$ cat src/design/imgrot_pkg.sv
// Shared types, constants and helpers for the image region rotator.
package imgrot_pkg;

    localparam int MAX_WIDTH  = 64;
    localparam int MAX_HEIGHT = 64;
    localparam int SIDE       = (MAX_WIDTH > MAX_HEIGHT) ? MAX_WIDTH : MAX_HEIGHT;
    localparam int POS_W      = $clog2(SIDE);
    localparam int DIM_W      = 7;
    localparam int CNT_W      = POS_W + 1;
    localparam int ADDR_W     = 2 * POS_W;
    localparam int DEPTH      = SIDE * SIDE;
    localparam int COORD_W    = 10;
    localparam int PIX_W      = 24;
    localparam int ANG_W      = 9;

    localparam logic [PIX_W-1:0] WHITE = 24'hFF_FFFF;

    localparam logic [ANG_W-1:0] ANGLE_90  = 9'd90;
    localparam logic [ANG_W-1:0] ANGLE_180 = 9'd180;
    localparam logic [ANG_W-1:0] ANGLE_270 = 9'd270;

    localparam logic [1:0] KIND_WRITE  = 2'd0;
    localparam logic [1:0] KIND_READ   = 2'd1;
    localparam logic [1:0] KIND_ROTATE = 2'd2;

    localparam logic [1:0] STAT_OK        = 2'd0;
    localparam logic [1:0] STAT_BAD_RECT  = 2'd1;
    localparam logic [1:0] STAT_BAD_ANGLE = 2'd2;

    localparam logic [2:0] REG_WIDTH  = 3'd0;
    localparam logic [2:0] REG_HEIGHT = 3'd1;
    localparam logic [2:0] REG_LEFT   = 3'd2;
    localparam logic [2:0] REG_TOP    = 3'd3;
    localparam logic [2:0] REG_RIGHT  = 3'd4;
    localparam logic [2:0] REG_BOTTOM = 3'd5;
    localparam logic [2:0] REG_ANGLE  = 3'd6;

    typedef logic signed [COORD_W-1:0] coord_t;

    typedef enum logic [3:0] {
        OP_NONE,
        OP_PIX,
        OP_W2S,
        OP_S2W,
        OP_P2S,
        OP_PAINT_X,
        OP_PAINT_Y,
        OP_S2P,
        OP_SWAP,
        OP_SWAP_MID
    } op_t;

    typedef enum logic [2:0] {
        SUB_NONE,
        SUB_RA,
        SUB_RB,
        SUB_WA,
        SUB_WB
    } sub_t;

    typedef struct packed {
        op_t        op;
        sub_t       sub;
        logic       load;
        logic       derive;
        logic       clr_cnt;
        logic       step;
        logic       swap_dims;
        logic       finish;
        logic       take_pix;
        logic [1:0] status;
    } cmd_t;

    typedef struct packed {
        logic [1:0] kind;
        logic       rect_bad;
        logic       angle_bad;
        logic       angle_180;
        logic       whole;
        logic       dx_gt_dy;
        logic       dx_lt_dy;
        logic       dy_even;
        logic       empty;
        logic       last;
    } stat_t;

    function automatic coord_t to_c(input logic [DIM_W-1:0] v);
        to_c = coord_t'({{(COORD_W-DIM_W){1'b0}}, v});
    endfunction

    function automatic logic [DIM_W-1:0] sat_dim(input logic [DIM_W-1:0] v,
                                                 input logic [DIM_W-1:0] lim);
        if (v == '0)
            sat_dim = DIM_W'(1);
        else if (v > lim)
            sat_dim = lim;
        else
            sat_dim = v;
    endfunction

endpackage

$ cat src/design/imgrot_regs.sv
// Configuration registers and current picture dimensions behind the APB port.
module imgrot_regs
    import imgrot_pkg::*;
(
    input  logic                 clk,
    input  logic                 rst_n,
    input  logic                 psel,
    input  logic                 penable,
    input  logic                 pwrite,
    input  logic [4:0]           paddr,
    input  logic [31:0]          pwdata,
    output logic [31:0]          prdata,
    output logic                 pready,
    input  logic                 swap_dims,
    output logic [DIM_W-1:0]     cur_w,
    output logic [DIM_W-1:0]     cur_h,
    output logic [POS_W-1:0]     x1,
    output logic [POS_W-1:0]     ty,
    output logic [POS_W-1:0]     x2,
    output logic [POS_W-1:0]     by,
    output logic [ANG_W-1:0]     ang
);

    logic [DIM_W-1:0] cur_w_reg, cur_h_reg;
    logic [POS_W-1:0] x1_reg, ty_reg, x2_reg, by_reg;
    logic [ANG_W-1:0] ang_reg;
    logic             wr;
    logic [2:0]       idx;

    assign pready = 1'b1;
    assign wr     = psel & penable & pwrite;
    assign idx    = paddr[4:2];

    always_ff @(posedge clk or negedge rst_n)
    begin
        if (!rst_n)
        begin
            cur_w_reg <= DIM_W'(MAX_WIDTH);
            cur_h_reg <= DIM_W'(MAX_HEIGHT);
            x1_reg    <= '0;
            ty_reg    <= '0;
            x2_reg    <= POS_W'(SIDE - 1);
            by_reg    <= POS_W'(SIDE - 1);
            ang_reg   <= ANGLE_90;
        end
        else if (swap_dims)
        begin
            cur_w_reg <= cur_h_reg;
            cur_h_reg <= cur_w_reg;
        end
        else if (wr)
        begin
            unique case (idx)
                REG_WIDTH:  cur_w_reg <= sat_dim(pwdata[DIM_W-1:0], DIM_W'(MAX_WIDTH));
                REG_HEIGHT: cur_h_reg <= sat_dim(pwdata[DIM_W-1:0], DIM_W'(MAX_HEIGHT));
                REG_LEFT:   x1_reg    <= pwdata[POS_W-1:0];
                REG_TOP:    ty_reg    <= pwdata[POS_W-1:0];
                REG_RIGHT:  x2_reg    <= pwdata[POS_W-1:0];
                REG_BOTTOM: by_reg    <= pwdata[POS_W-1:0];
                REG_ANGLE:  ang_reg   <= pwdata[ANG_W-1:0];
                default:    ;
            endcase
        end
    end

    always_comb
    begin
        unique case (idx)
            REG_WIDTH:  prdata = 32'(cur_w_reg);
            REG_HEIGHT: prdata = 32'(cur_h_reg);
            REG_LEFT:   prdata = 32'(x1_reg);
            REG_TOP:    prdata = 32'(ty_reg);
            REG_RIGHT:  prdata = 32'(x2_reg);
            REG_BOTTOM: prdata = 32'(by_reg);
            REG_ANGLE:  prdata = 32'(ang_reg);
            default:    prdata = '0;
        endcase
    end

    assign cur_w = cur_w_reg;
    assign cur_h = cur_h_reg;
    assign x1    = x1_reg;
    assign ty    = ty_reg;
    assign x2    = x2_reg;
    assign by    = by_reg;
    assign ang   = ang_reg;

endmodule

$ cat config.mk
export PLATFORM = sky130hd
export DESIGN_NAME = imgrot_regs
export DESIGN_NICKNAME = d
export VERILOG_FILES = /design/src/design/imgrot_pkg.sv /design/src/design/imgrot_regs.sv
export SDC_FILE = /design/constraint.sdc
export NUM_CORES = 1
export LEC_CHECK = 0
export BUFFER_PORTS_ARGS = -buffer_cell sky130_fd_sc_hd__buf_2
export CAP_MARGIN = 20
export CORE_MARGIN = 5
export CORE_UTILIZATION = 40
export CTS_CLUSTER_DIAMETER = 150
export CTS_CLUSTER_SIZE = 14
export DETAILED_ROUTE_END_ITERATION = 10
export GPL_ROUTABILITY_DRIVEN = 0
export GPL_TIMING_DRIVEN = 1
export PLACE_DENSITY = 0.78
export SLEW_MARGIN = 0
export SYNTH_ARGS = -nofsm -noshare
export SYNTH_HDL_FRONTEND = slang
export SYNTH_SLANG_ARGS = --single-unit
$ cat constraint.sdc
create_clock -name clk -period 1.3 [get_ports clk]
set_clock_uncertainty 0.15 [all_clocks]
set_input_delay 0.065 -clock clk [delete_from_list [all_inputs] [get_ports clk]]
set_output_delay 0.065 -clock clk [all_outputs]
set_load 0.005 [all_outputs]
== Yosys cells after proc, flatten, opt, wreduce, memory -nomap -nowiden ==
Index checks and enable logic that the tools add are counted.

* Register bits after elaboration: 47
* Input bits: 43
* Output and inout bits: 80

* Order comparisons: 1
* Eq/ne operators: 6
* Muxes and demuxes: 9
* Bitwise gates (word level): 3
* Reductions and logical operators: 12

{| class="wikitable"
|+ Operators with widths
! cell !! number
|-
| $pmux W9 S7 || 1
|-
| $mux W7 || 8
|-
| $reduce_and A3 Y1 || 5
|-
| $eq A3 B3 Y1 const B || 3
|-
| $gt A7 B7 Y1 const B || 1
|-
| $logic_not A7 Y1 || 1
|-
| $eq A3 B2 Y1 const B || 2
|-
| $reduce_bool A2 Y1 || 3
|-
| $reduce_and A2 Y1 || 2
|-
| $eq A3 B1 Y1 const B || 1
|-
| $logic_not A3 Y1 || 1
|-
| $and A1 B1 Y1 || 2
|-
| $not A1 Y1 || 1
|}

== Logic depth before layout (Yosys ltp) ==
* Depth in word-level cells: 6
* Gate-level depth with buffers: 5

== Worst setup path before layout ==
OpenSTA, ideal clock, no wires.

* Path type: input to register
* From: input paddr[4]
* To: register ang_reg[0], in the netlist ang[0]
* Setup time: 125 ps
* Arrival: 1,180 ps
* Path slack: -155 ps
* Stages: 4
* Buffers on the path: 1
* Cell sequence: buf_4 -> inv_2 -> nor4_4 -> mux2_2

* Longest elaborated chain between the ends: 2

{| class="wikitable"
|+ Ends and longest elaborated chain
! what !! line !! source
|-
| start, declared || imgrot_regs.sv:10 || <nowiki>input logic [4:0] paddr,</nowiki>
|-
| $eq A3 B3 Y1 || imgrot_regs.sv:53 || <nowiki>unique case (idx)</nowiki>
|-
| $reduce_and A3 Y1 (no line) || - ||
|-
| end signal, assigned || imgrot_regs.sv:60 || <nowiki>REG_ANGLE: ang_reg <= pwdata[ANG_W-1:0];</nowiki>
|-
| end, declared || imgrot_regs.sv:26 || <nowiki>logic [ANG_W-1:0] ang_reg;</nowiki>
|}

No other way between the ends.
A chain may end at the register's enable or synchronous reset.

== Final worst setup path ==
* From: register ty_reg[2], in the netlist ty[2]
* To: output prdata[2]

* Longest elaborated chain between the ends: 1

{| class="wikitable"
|+ Ends and longest elaborated chain
! what !! line !! source
|-
| start, declared || imgrot_regs.sv:25 || <nowiki>logic [POS_W-1:0] x1_reg, ty_reg, x2_reg, by_reg;</nowiki>
|-
| start signal, assigned || imgrot_regs.sv:57 || <nowiki>REG_TOP: ty_reg <= pwdata[POS_W-1:0];</nowiki>
|-
| $pmux W9 S7 || imgrot_regs.sv:68 || <nowiki>unique case (idx)</nowiki>
|-
| end, declared || imgrot_regs.sv:12 || <nowiki>output logic [31:0] prdata,</nowiki>
|}

No other way between the ends.

==> summary.md <==
| Metric | Value |
|---|---|
| Sw Share | 0.308 |
| Ys Warns | 0 |
| Crit path kind | flop to primary output |
| Vert. Die Dim | roughly 93 microns |
| Total Power | about 4.2 mW |
| # diodes | 0 |
| HP Class | primary input to async pin |
| Pre-antenna DRT Iters | 4 |
| Syn Inst Count | ~250 |
| Fillers | ~550 |
| Top_reg_cell synth | dfrtp_1 |
| Gr ovfl total | 0 |
| Failing checks | negative setup slack |
| Area growth syn-to-layout | 44.1% |
| Ys async rst share | 1.00 |
| Min Tclk post-route | 1680 ps |
| Req. time, crit path | between 1000 and 1500 ps |
| Clock sink count | 47 |
| # H-tree levels | 2 |
| Clk pwr share | 0.217 |
| Hold Fails Final Rpt | 0 |
| Setup crit end kind | primary output |
| Number of global-route vias before repair | ~2.5k |
| Status | complete, but fails checks |
| Initial core utilization | 0.408 |
| Total core area | between 6000 and 7000 sq um |
| Clk pin slew, worst setup/hold paths | 90 ps |
| Commonest non-fill, non-tap cells in the layout | buf_2, buf_4, dfrtp_1 |
| Yosys reg bits | 47 |
| PD cells | roughly 1100 nW/um^2 |
| TritonCTS clock tree | built |
| Crit path DAT | 1470 ps |
| Clock root buffer | clkbuf_8 |
| Largest net degree at the start of global routing | 48 |
| Max Freq | between 500 and 600 MHz |
| Rows | 30 |
| Via density | 5.27 |
| Via count | about 2.4k |
| Post-route clock period utilization | 1.30 |
| Largest register FFs | 9 |
| Clock insertion delay at the later pin of the skew report | 310 ps |
| Post-route ant nets | 0 |
| DP Wirelength | around 5900 microns |
| Yosys cell types | 46 |
| CTS buffer count | 5 |
| Detailed Route WL | 8310 microns |
| Setup ws final | -385 ps |
| Mapped cell area | about 2800 sq um |
| Crit path max fanout | 2 |
| Post-synth top area share | 0.263 |
| Ranking of synthesized cells by area | dfrtp_1, dfstp_2, mux2_2, buf_4, o311ai_0 |
| Internal cell power | around 2.9 mW |
| Layout cells sized above 1 | 0.577 |
| Die W | ~93 microns |
| Routed wire per std cell | 17.9 microns |
| Post-synthesis sequential area ratio | 0.434 |
| GR Util met3 | 0.0523 |
| Max-Cap Viols | 0 |
| Tot GR Track Use | 0.192 |
| Crit path launch type | flop |
| Clock Path Buffers | 2 |
| Combinational fraction of design power | 0.331 |
| Global routing's busiest layer | met2 |
| Peak VDD IR | between 0.0006 and 0.0007 V |
| Pre-CTS setup slack | -230 ps |
| EDFF count, synth | 0 |
| Reg power frac | 0.452 |
| Initial antenna violation count | 0 |
| Leakage | around 2 nW |
| Switching power | between 1 and 1.5 mW |
| Cell taking the most area after synthesis | dfrtp_1 |
| Slew Limit Fails | 0 |
| Unrepaired setup endpoints after global routing | true |
| GR Util met2 | 0.302 |
| Die area | just under 9000 sq um |
| Final #Nets | 425 |
| Met1 Usage GRT | 0.264 |
| # IOs | 123 |
| Final setup viols | 9 |
| 1st-iter DRT viols | 132 |
| Most common cell after layout, fill and taps aside | buf_2 |
| First-pass GRT wire length | 13000 microns |
| Syn Area/Cell | around 11 sq um |
| DRC Markers | 0 |
| Buffers added on ports | 73 |
[power groups by stage]
stage	clock network, mW	logic [mW]	registers [mW]
final	0.914	1.39	1.90
after global routing	1.00	1.51	1.93
after CTS	0.926	1.25	1.89
after detailed placement	0	1.12	1.92
after global placement	0	1.09	1.91
after floorplan	0	0.525	1.93
[synth_stat cells, types with 2 or more instances]
cell	count
a211oi_1	2
a221o_1	2
a221oi_1	4
a22o_1	2
a22oi_1	4
and2_1	2
and3_1	5
buf_2	2
buf_4	27
buf_6	2
clkbuf_1	7
conb_1	2
dfrtp_1	29
dfstp_2	18
inv_1	16
inv_2	2
mux2_2	30
mux2_4	6
mux2i_1	7
nand2_1	13
nand3_1	15
nor2_1	2
nor2b_1	4
nor3_1	2
nor3b_1	5
nor4_4	3
o221ai_1	2
o2bb2ai_1	2
o311ai_0	12
[what timing repair did]
action,in CTS,in global routing
resized for setup,14,27
pin swaps,7,3
hold buffers,10,0
buffers inserted,6,6
hold endpoints to repair,80,0
setup endpoints to repair,7,19
[worst paths after layout]
path / startpoint / to / slack (ps) / cells after the start
max reg2reg: cur_w[3] / cur_h[3] / 50 / 5
max: ty[2] / prdata[2] / -380 / 4
min reg2reg: ty[1] / ty[1] / 390 / 1
min in group clk: pwdata[2] / cur_h[2] / 110 / 4
max in group asynchronous: rst_n / ang[4] / 600 / 3
min: rst_n / ty[2] / 100 / 3
[worst max-delay path: stages, from the launching register on]
cell and delay [ps]:
dfrtp_1 390, mux4_2 480, nand2_1 80, o21ai_1 70
buf_2 130
[cell families after synthesis]
family,synth area share
AND/OR/NAND/NOR,0.143
AO/OA/AOI/OAI,0.111
other,0.00272
multiplexers,0.189
flip-flops,0.434
buffers and inverters,0.121
[stage by stage]
step	utilization	TNS [ps]	instances	cell area (sq um)	hold WS, ps
2_1_floorplan	-	-3000	268	2890	-381
3_3_place_gp	0.519	-5120	433	3500	-80.6
3_5_place_dp	0.519	-6270	433	3500	-77.2
4_1_cts	0.563	-2050	457	3800	97.8
5_1_grt	0.588	-2740	463	3980	110
6_report	0.588	-2240	463	3980	104
[layer usage]
layer | routed length (microns) | vias up
met5 | 0 | -
met4 | 148 | 0
met3 | 655 | 14
met2 | 3970 | 115
met1 | 3530 | 1184
li1 | - | 1129
[layout make-up]
cell class	instances	area (sq um)	share of cell area
Sequential cell	47	1200	0.302
Clock inverter	3	20.0	0.00504
Multi-Input combinational cell	164	1450	0.365
Inverter	18	67.6	0.0170
Timing Repair Buffer	146	1070	0.269
Tap cell	80	100	0.0252
Clock buffer	5	68.8	0.0173
No activity file was read; power rests on OpenSTA's default activity.
