File: src/design/imgrot_pkg.sv
// Shared types, constants and helpers for the image region rotator.
package imgrot_pkg;

    localparam int MAX_WIDTH  = 64;
    localparam int MAX_HEIGHT = 64;
    localparam int SIDE       = (MAX_WIDTH > MAX_HEIGHT) ? MAX_WIDTH : MAX_HEIGHT;
    localparam int POS_W      = $clog2(SIDE);
    localparam int DIM_W      = 7;
    localparam int CNT_W      = POS_W + 1;
    localparam int ADDR_W     = 2 * POS_W;
    localparam int DEPTH      = SIDE * SIDE;
    localparam int COORD_W    = 10;
    localparam int PIX_W      = 24;
    localparam int ANG_W      = 9;

    localparam logic [PIX_W-1:0] WHITE = 24'hFF_FFFF;

    localparam logic [ANG_W-1:0] ANGLE_90  = 9'd90;
    localparam logic [ANG_W-1:0] ANGLE_180 = 9'd180;
    localparam logic [ANG_W-1:0] ANGLE_270 = 9'd270;

    localparam logic [1:0] KIND_WRITE  = 2'd0;
    localparam logic [1:0] KIND_READ   = 2'd1;
    localparam logic [1:0] KIND_ROTATE = 2'd2;

    localparam logic [1:0] STAT_OK        = 2'd0;
    localparam logic [1:0] STAT_BAD_RECT  = 2'd1;
    localparam logic [1:0] STAT_BAD_ANGLE = 2'd2;

    localparam logic [2:0] REG_WIDTH  = 3'd0;
    localparam logic [2:0] REG_HEIGHT = 3'd1;
    localparam logic [2:0] REG_LEFT   = 3'd2;
    localparam logic [2:0] REG_TOP    = 3'd3;
    localparam logic [2:0] REG_RIGHT  = 3'd4;
    localparam logic [2:0] REG_BOTTOM = 3'd5;
    localparam logic [2:0] REG_ANGLE  = 3'd6;

    typedef logic signed [COORD_W-1:0] coord_t;

    typedef enum logic [3:0] {
        OP_NONE,
        OP_PIX,
        OP_W2S,
        OP_S2W,
        OP_P2S,
        OP_PAINT_X,
        OP_PAINT_Y,
        OP_S2P,
        OP_SWAP,
        OP_SWAP_MID
    } op_t;

    typedef enum logic [2:0] {
        SUB_NONE,
        SUB_RA,
        SUB_RB,
        SUB_WA,
        SUB_WB
    } sub_t;

    typedef struct packed {
        op_t        op;
        sub_t       sub;
        logic       load;
        logic       derive;
        logic       clr_cnt;
        logic       step;
        logic       swap_dims;
        logic       finish;
        logic       take_pix;
        logic [1:0] status;
    } cmd_t;

    typedef struct packed {
        logic [1:0] kind;
        logic       rect_bad;
        logic       angle_bad;
        logic       angle_180;
        logic       whole;
        logic       dx_gt_dy;
        logic       dx_lt_dy;
        logic       dy_even;
        logic       empty;
        logic       last;
    } stat_t;

    function automatic coord_t to_c(input logic [DIM_W-1:0] v);
        to_c = coord_t'({{(COORD_W-DIM_W){1'b0}}, v});
    endfunction

    function automatic logic [DIM_W-1:0] sat_dim(input logic [DIM_W-1:0] v,
                                                 input logic [DIM_W-1:0] lim);
        if (v == '0)
            sat_dim = DIM_W'(1);
        else if (v > lim)
            sat_dim = lim;
        else
            sat_dim = v;
    endfunction

endpackage

File: src/design/imgrot_ctrl.sv
// Controller: sequences pixel accesses and the phases of a rotation.
module imgrot_ctrl
    import imgrot_pkg::*;
(
    input  logic  clk,
    input  logic  rst_n,
    input  logic  start,
    output logic  busy,
    input  stat_t stat,
    output cmd_t  cmd
);

    typedef enum logic [2:0] {
        S_IDLE,
        S_DISPATCH,
        S_RWAIT,
        S_PSTART,
        S_RA,
        S_RB,
        S_WA,
        S_WB
    } state_t;

    state_t state_reg, state_next;
    op_t    phase_reg, phase_next;
    op_t    after;
    logic   finish_now;

    // phase that follows the current one
    always_comb
    begin
        unique case (phase_reg)
            OP_W2S:     after = OP_S2W;
            OP_P2S:
            begin
                priority if (stat.dx_gt_dy)
                    after = OP_PAINT_X;
                else if (stat.dx_lt_dy)
                    after = OP_PAINT_Y;
                else
                    after = OP_S2P;
            end
            OP_PAINT_X, OP_PAINT_Y: after = OP_S2P;
            OP_SWAP:    after = stat.dy_even ? OP_SWAP_MID : OP_NONE;
            default:    after = OP_NONE;
        endcase
    end

    always_comb
    begin
        state_next = state_reg;
        phase_next = phase_reg;
        finish_now = 1'b0;
        cmd        = '0;
        cmd.op     = phase_reg;
        cmd.sub    = SUB_NONE;
        cmd.status = STAT_OK;
        unique case (state_reg)
            S_IDLE:
            begin
                if (start)
                begin
                    cmd.load   = 1'b1;
                    state_next = S_DISPATCH;
                end
            end
            S_DISPATCH:
            begin
                unique case (stat.kind)
                    KIND_WRITE:
                    begin
                        cmd.op     = OP_PIX;
                        cmd.sub    = SUB_WA;
                        finish_now = 1'b1;
                    end
                    KIND_READ:
                    begin
                        cmd.op     = OP_PIX;
                        cmd.sub    = SUB_RA;
                        state_next = S_RWAIT;
                    end
                    KIND_ROTATE:
                    begin
                        priority if (stat.rect_bad)
                        begin
                            cmd.status = STAT_BAD_RECT;
                            finish_now = 1'b1;
                        end
                        else if (stat.angle_bad)
                        begin
                            cmd.status = STAT_BAD_ANGLE;
                            finish_now = 1'b1;
                        end
                        else
                        begin
                            cmd.derive = 1'b1;
                            priority if (stat.angle_180)
                                phase_next = OP_SWAP;
                            else if (stat.whole)
                                phase_next = OP_W2S;
                            else
                                phase_next = OP_P2S;
                            state_next = S_PSTART;
                        end
                    end
                    default: finish_now = 1'b1;
                endcase
            end
            S_RWAIT:
            begin
                cmd.op       = OP_PIX;
                cmd.take_pix = 1'b1;
                finish_now   = 1'b1;
            end
            S_PSTART:
            begin
                cmd.clr_cnt = 1'b1;
                if (stat.empty)
                begin
                    phase_next = after;
                    cmd.swap_dims = (phase_reg == OP_W2S);
                    if (after == OP_NONE)
                        finish_now = 1'b1;
                end
                else if (phase_reg == OP_PAINT_X || phase_reg == OP_PAINT_Y)
                    state_next = S_WA;
                else
                    state_next = S_RA;
            end
            S_RA:
            begin
                cmd.sub    = SUB_RA;
                state_next = (phase_reg == OP_SWAP || phase_reg == OP_SWAP_MID) ? S_RB : S_WA;
            end
            S_RB:
            begin
                cmd.sub    = SUB_RB;
                state_next = S_WA;
            end
            S_WA, S_WB:
            begin
                cmd.sub = (state_reg == S_WA) ? SUB_WA : SUB_WB;
                if (state_reg == S_WA && (phase_reg == OP_PAINT_X || phase_reg == OP_PAINT_Y
                    || phase_reg == OP_SWAP || phase_reg == OP_SWAP_MID))
                    state_next = S_WB;
                else
                begin
                    cmd.step = 1'b1;
                    if (stat.last)
                    begin
                        phase_next    = after;
                        cmd.swap_dims = (phase_reg == OP_W2S);
                        if (after == OP_NONE)
                            finish_now = 1'b1;
                        else
                            state_next = S_PSTART;
                    end
                    else if (phase_reg == OP_PAINT_X || phase_reg == OP_PAINT_Y)
                        state_next = S_WA;
                    else
                        state_next = S_RA;
                end
            end
            default: state_next = S_IDLE;
        endcase
        if (finish_now)
        begin
            cmd.finish = 1'b1;
            state_next = S_IDLE;
        end
    end

    always_ff @(posedge clk or negedge rst_n)
    begin
        if (!rst_n)
        begin
            state_reg <= S_IDLE;
            phase_reg <= OP_NONE;
        end
        else
        begin
            state_reg <= state_next;
            phase_reg <= phase_next;
        end
    end

    assign busy = (state_reg != S_IDLE);

endmodule

File: config.mk
export PLATFORM = sky130hd
export DESIGN_NAME = imgrot_ctrl
export DESIGN_NICKNAME = d
export VERILOG_FILES = /design/src/design/imgrot_pkg.sv /design/src/design/imgrot_ctrl.sv
export SDC_FILE = /design/constraint.sdc
export NUM_CORES = 1
export LEC_CHECK = 0
export BUFFER_PORTS_ARGS = -buffer_cell sky130_fd_sc_hd__buf_2
export CAP_MARGIN = 10
export CORE_MARGIN = 4
export CORE_UTILIZATION = 30
export CTS_CLUSTER_SIZE = 25
export DETAILED_ROUTE_END_ITERATION = 10
export REMOVE_ABC_BUFFERS = 1
export SLEW_MARGIN = 0
export SYNTH_ARGS = -nofsm -noshare
export SYNTH_HDL_FRONTEND = slang
export SYNTH_SLANG_ARGS = --single-unit
File: constraint.sdc
create_clock -name clk -period 2.7 [get_ports clk]
set_input_delay 0.135 -clock clk [delete_from_list [all_inputs] [get_ports clk]]
set_output_delay 0.135 -clock clk [all_outputs]
set_load 0.005 [all_outputs]
=== Word-level counts from Yosys, hierarchy flattened ===
Cells that the tools add are included.

* Output and inout port bits: 17
* Register bits: 7
* Bits of input ports: 14
* Word-level logic and storage cells: 99

* Equal/unequal tests: 27
* Muxes and demuxes: 55
* Reduce and logical (&&, ||, !) cells: 15

{| class="wikitable"
|+ Operators with widths
! kind !! count
|-
| $mux 4 || 8
|-
| $mux 3 || 10
|-
| $mux 1 || 19
|-
| $pmux 3 s6 || 1
|-
| $mux 2 || 8
|-
| $pmux 4 s4 || 1
|-
| $pmux 7 s2 || 1
|-
| $reduce_and 7->1 || 2
|-
| $eq 3x3->1 const B || 4
|-
| $eq 4x3->1 const B || 3
|-
| $pmux 3 s4 || 1
|-
| $pmux 4 s3 || 1
|-
| $ne 2x2->1 const B || 5
|-
| $eq 4x4->1 const B || 2
|-
| $ne 4x4->1 const B || 2
|-
| $pmux 4 s2 || 1
|-
| $reduce_bool 7->1 || 1
|-
| $eq 3x2->1 const B || 2
|-
| $ne 3x3->1 const B || 2
|-
| $pmux 3 s2 || 1
|-
| $reduce_bool 3->1 || 2
|-
| $ne 5x5->1 const B || 1
|-
| $eq 4x2->1 const B || 1
|-
| $logic_not 4->1 || 1
|-
| other kinds (12) || 17
|}

=== Logic depth before layout (Yosys ltp) ===
* Word-level depth: 10
* Depth in mapped cells: 7
* Gate-level depth less buffers: 7

=== Least setup slack after synthesis ===
No wires, ideal clock.

* Path type: register -> register
* Start: register phase_reg[1]
* End: register state_reg[2]
* Cell stages (with the launch flop): 7
* Setup time: 135 ps
* Arrival: 1515 ps
* Data required time: 2565 ps
* Setup slack: 1050 ps
* Period minus slack after synthesis: 1650 ps
* Buffers on the path: 1
* Path through: dfrtp_1 > buf_4 > or3b_1 > o211ai_2 > o311ai_4 > a2111oi_2 > nor3_1

* Longest elaborated chain between the ends: 10
* Elaborated cells between the ends (all ways): 29
* Those cells by class: eq/ne: 12; mux: 9; reduce/logical: 8

{| class="wikitable"
|+ RTL lines
! item !! line !! RTL
|-
| from (decl) || imgrot_ctrl.sv:25 || <nowiki>op_t phase_reg, phase_next;</nowiki>
|-
| from (signal assigned) || imgrot_ctrl.sv:183 || <nowiki>phase_reg <= phase_next;</nowiki>
|-
| $eq 4x3->1 || imgrot_ctrl.sv:32, imgrot_ctrl.sv:143 ||
|-
| $reduce_or 2->1 || imgrot_ctrl.sv:32 || <nowiki>unique case (phase_reg)</nowiki>
|-
| $pmux 4 s4 || imgrot_ctrl.sv:32 ||
|-
| $logic_not 4->1 || imgrot_ctrl.sv:122, imgrot_ctrl.sv:153 ||
|-
| $mux 1 || imgrot_ctrl.sv:122, imgrot_ctrl.sv:153 ||
|-
| $mux 1 || imgrot_ctrl.sv:149 || <nowiki>if (stat.last)</nowiki>
|-
| $mux 1 || imgrot_ctrl.sv:143 || <nowiki>if (state_reg == S_WA && (phase_reg == OP_PAINT_X || phase_reg == OP_PAINT_Y</nowiki>
|-
| $pmux 1 s4 || imgrot_ctrl.sv:58 || <nowiki>unique case (state_reg)</nowiki>
|-
| $ne 5x5->1 (no source line) (tied with other cells) || n/a ||
|-
| $reduce_and 7->1 (no source line) || n/a ||
|-
| to (signal assigned) || imgrot_ctrl.sv:182 || <nowiki>state_reg <= state_next;</nowiki>
|-
| to (decl) || imgrot_ctrl.sv:24 || <nowiki>state_t state_reg, state_next;</nowiki>
|}

Parallel ways exist; a longest one is shown, timed or not.
A chain may end at the register's enable or synchronous reset.

==> out/qor.csv <==
metric;value;unit
WHS Path Cells;2;
largest net degree at the start of global routing;22;
top cells by area, synth;dfrtp_1, ha_1, nor2_1;
Synth Flop Type;dfrtp_1;
detailed-router iteration count before antenna repair;4;
Worst Setup SP;state_reg[2];
critical path endpoint category;output pin;
Iteration-0 DRC Markers;37;
commonest non-fill, non-tap cells in the layout;buf_2, nor2_1, nand2_1;
worst clock skew;0.00162;ns
CP arrival;1.97;ns
crit path time final;2.10;ns
Avg Synthesized Cell Area;7.49;um^2
Max Fanout on Critical Path;21;
Seq cells post-synth;7;
R2R Path End;phase_reg[3];
# diodes;0;
Int Power;0.527;mW
CTS resizes;0;
HPWL Detailed;2.04;mm
share of layout cells above drive strength 1;26.9;%
Multi-input gate area;704;um^2
outcome;finished clean;
max cap viols;0;
fraction of registers with async set/reset;100;%
Slew headroom;61.6;%
Crit Reg-Reg Startpoint;state_reg[2];
vias per cell;5.10;
Clk Latency, worst-skew pair;0.24;ns
max-slew violation count;0;
Yosys top cell area share;17.9;%
Congestion Overflow GR;0;
Final Setup Violations;0;
Synth cell types;41;
drt wl/cell;12.5;um
sequential cell area;175;um^2
Die Y;65.2;um
vias;1020;
cell area after synthesis;981;um^2
reg-to-reg slack, setup;0.76;ns
hold path startpoint;stat[6];
Fillers;366;
peak supply drop;0.293;mV
number of port buffers;30;
first-pass GRT wire length;4.34;mm
Root Driver;clkbuf_4;
worst hold path type;input pin to register;
Boundary Pins;31;
die width;65.2;um
total track usage;12.6;%
starting density of the core;31.6;%
Tcrit/Tclk final;77.9;%
hold endpoint;phase_reg[3];
Yosys warning count;0;
vias in the first global route;998;
clk sinks;7;
Leak;0.529;nW
R2R cell count;5;
RSZ-0062 raised after global routing;false;
required time worst endpoint;2.57;ns
WS Path Type;register to output pin;
Logic pwr share;63.7;%
post-synth top area cell;dfrtp_1;
CP Launch Type;register;
pwr/cell area;943;nW/um^2
die area;4250;um^2
CTS buffer count;3;
sw power;0.569;mW
area delta synth->final;18.5;%
FP Rows;20;
Final #Nets;175;
Tot Pwr;1.10;mW
fmax;0.476;GHz
initial antenna violation count;0;
CTS Hold Bufs;1;
dpl ws;0.755;ns
Sw Ratio;51.9;%
setup ws final;0.598;ns
Reg power frac;28.0;%
TritonCTS clock tree;yes;
DRC;0;
post-layout instance area;1160;um^2
post-synthesis sequential area ratio;17.9;%
H-tree depth;1;
Min Hold Slack;0.182;ns
Post-synth EDFFs;0;
antenna viol nets, final;0;
Worst Max-Slew Pin Slew;0.576;ns
post-synthesis instance total;131;
placed inst area;1130;um^2
setup tns final;0;ns
clock share of power;8.3;%
Final GP Congestion;0.815;
Largest register FFs;4;
clk slew on worst S/H paths;0.05;ns
commonest non-fill, non-tap cell in the layout;buf_2;
Routed WL;2.50;mm
total setup buffers inserted after CTS;0;
core region area;3100;um^2
Clock Path Buffers;2;
Final Hold Fails;0;
-- layout make-up --
cell class / instances / area share [%]
multi-input combinational: 103 / 60.6
clock buffer: 4 / 2.26
sequential: 7 / 15.1
tap: 44 / 4.74
inverter: 11 / 3.55
timing repair buffer: 31 / 13.8
-- worst max-delay path, stage by stage (launching register included) --
cell	delay (ns)
dfrtp_1	0.70
nand3_1	0.28
inv_1	0.13
a31oi_1	0.08
o211ai_1	0.33
buf_2	0.19
-- worst max-delay path by stage --
stage | endpoint | slack [ns] | cells past startpoint
5_1_grt | cmd[3] | 0.33 | 5
3_3_place_gp | state_reg[2] | 0.79 | 5
3_5_place_dp | state_reg[2] | 0.75 | 5
6_report | cmd[3] | 0.60 | 5
2_1_floorplan | state_reg[2] | 0.95 | 5
4_1_cts | cmd[3] | 0.61 | 5
-- logic make-up after synthesis --
group	share of synthesized area, %
AO/OA/AOI/OAI	30.1
XOR/XNOR	0.893
adder cells (fa/ha/maj)	5.10
buffers and inverters	10.3
flip-flops	17.9
multiplexers	2.17
AND/OR/NAND/NOR	33.5
-- synth_stat cells (all sizes together) (2+ instances only) --
| cell | number |
|---|---|
| nand2 | 12 |
| or2 | 2 |
| nor2b | 4 |
| nor3b | 4 |
| nor2 | 13 |
| nor4b | 2 |
| o211ai | 3 |
| buf | 10 |
| nand3 | 5 |
| nand2b | 3 |
| nand4bb | 3 |
| o21ai | 11 |
| inv | 11 |
| dfrtp | 7 |
| nor3 | 4 |
| a31oi | 5 |
| o21bai | 2 |
| a21oi | 9 |
| or3b | 3 |
| ha | 4 |
-- per-layer routing --
metal	global-route usage [%]	share of wire, %
met5	0	0
met2	21.7	47
met3	4.27	7.5
met4	2.33	0.64
met1	15.3	45
-- per-stage QoR --
stage | cells | utilization (%)
after floorplan | 121 | -
after global placement | 195 | 36.3
after detailed placement | 195 | 36.3
after CTS | 200 | 37.5
after global routing | 200 | 37.5
final | 200 | 37.5
-- power by group through the flow --
stage | clock, mW | combinational [mW] | sequential (mW)
detailed placement | 0 | 0.701 | 0.310
CTS | 0.0942 | 0.705 | 0.309
finish | 0.0905 | 0.699 | 0.307
floorplan | 0 | 0.516 | 0.260
global placement | 0 | 0.690 | 0.305
global route | 0.0990 | 0.789 | 0.327
(Power assumes the default switching activity.)
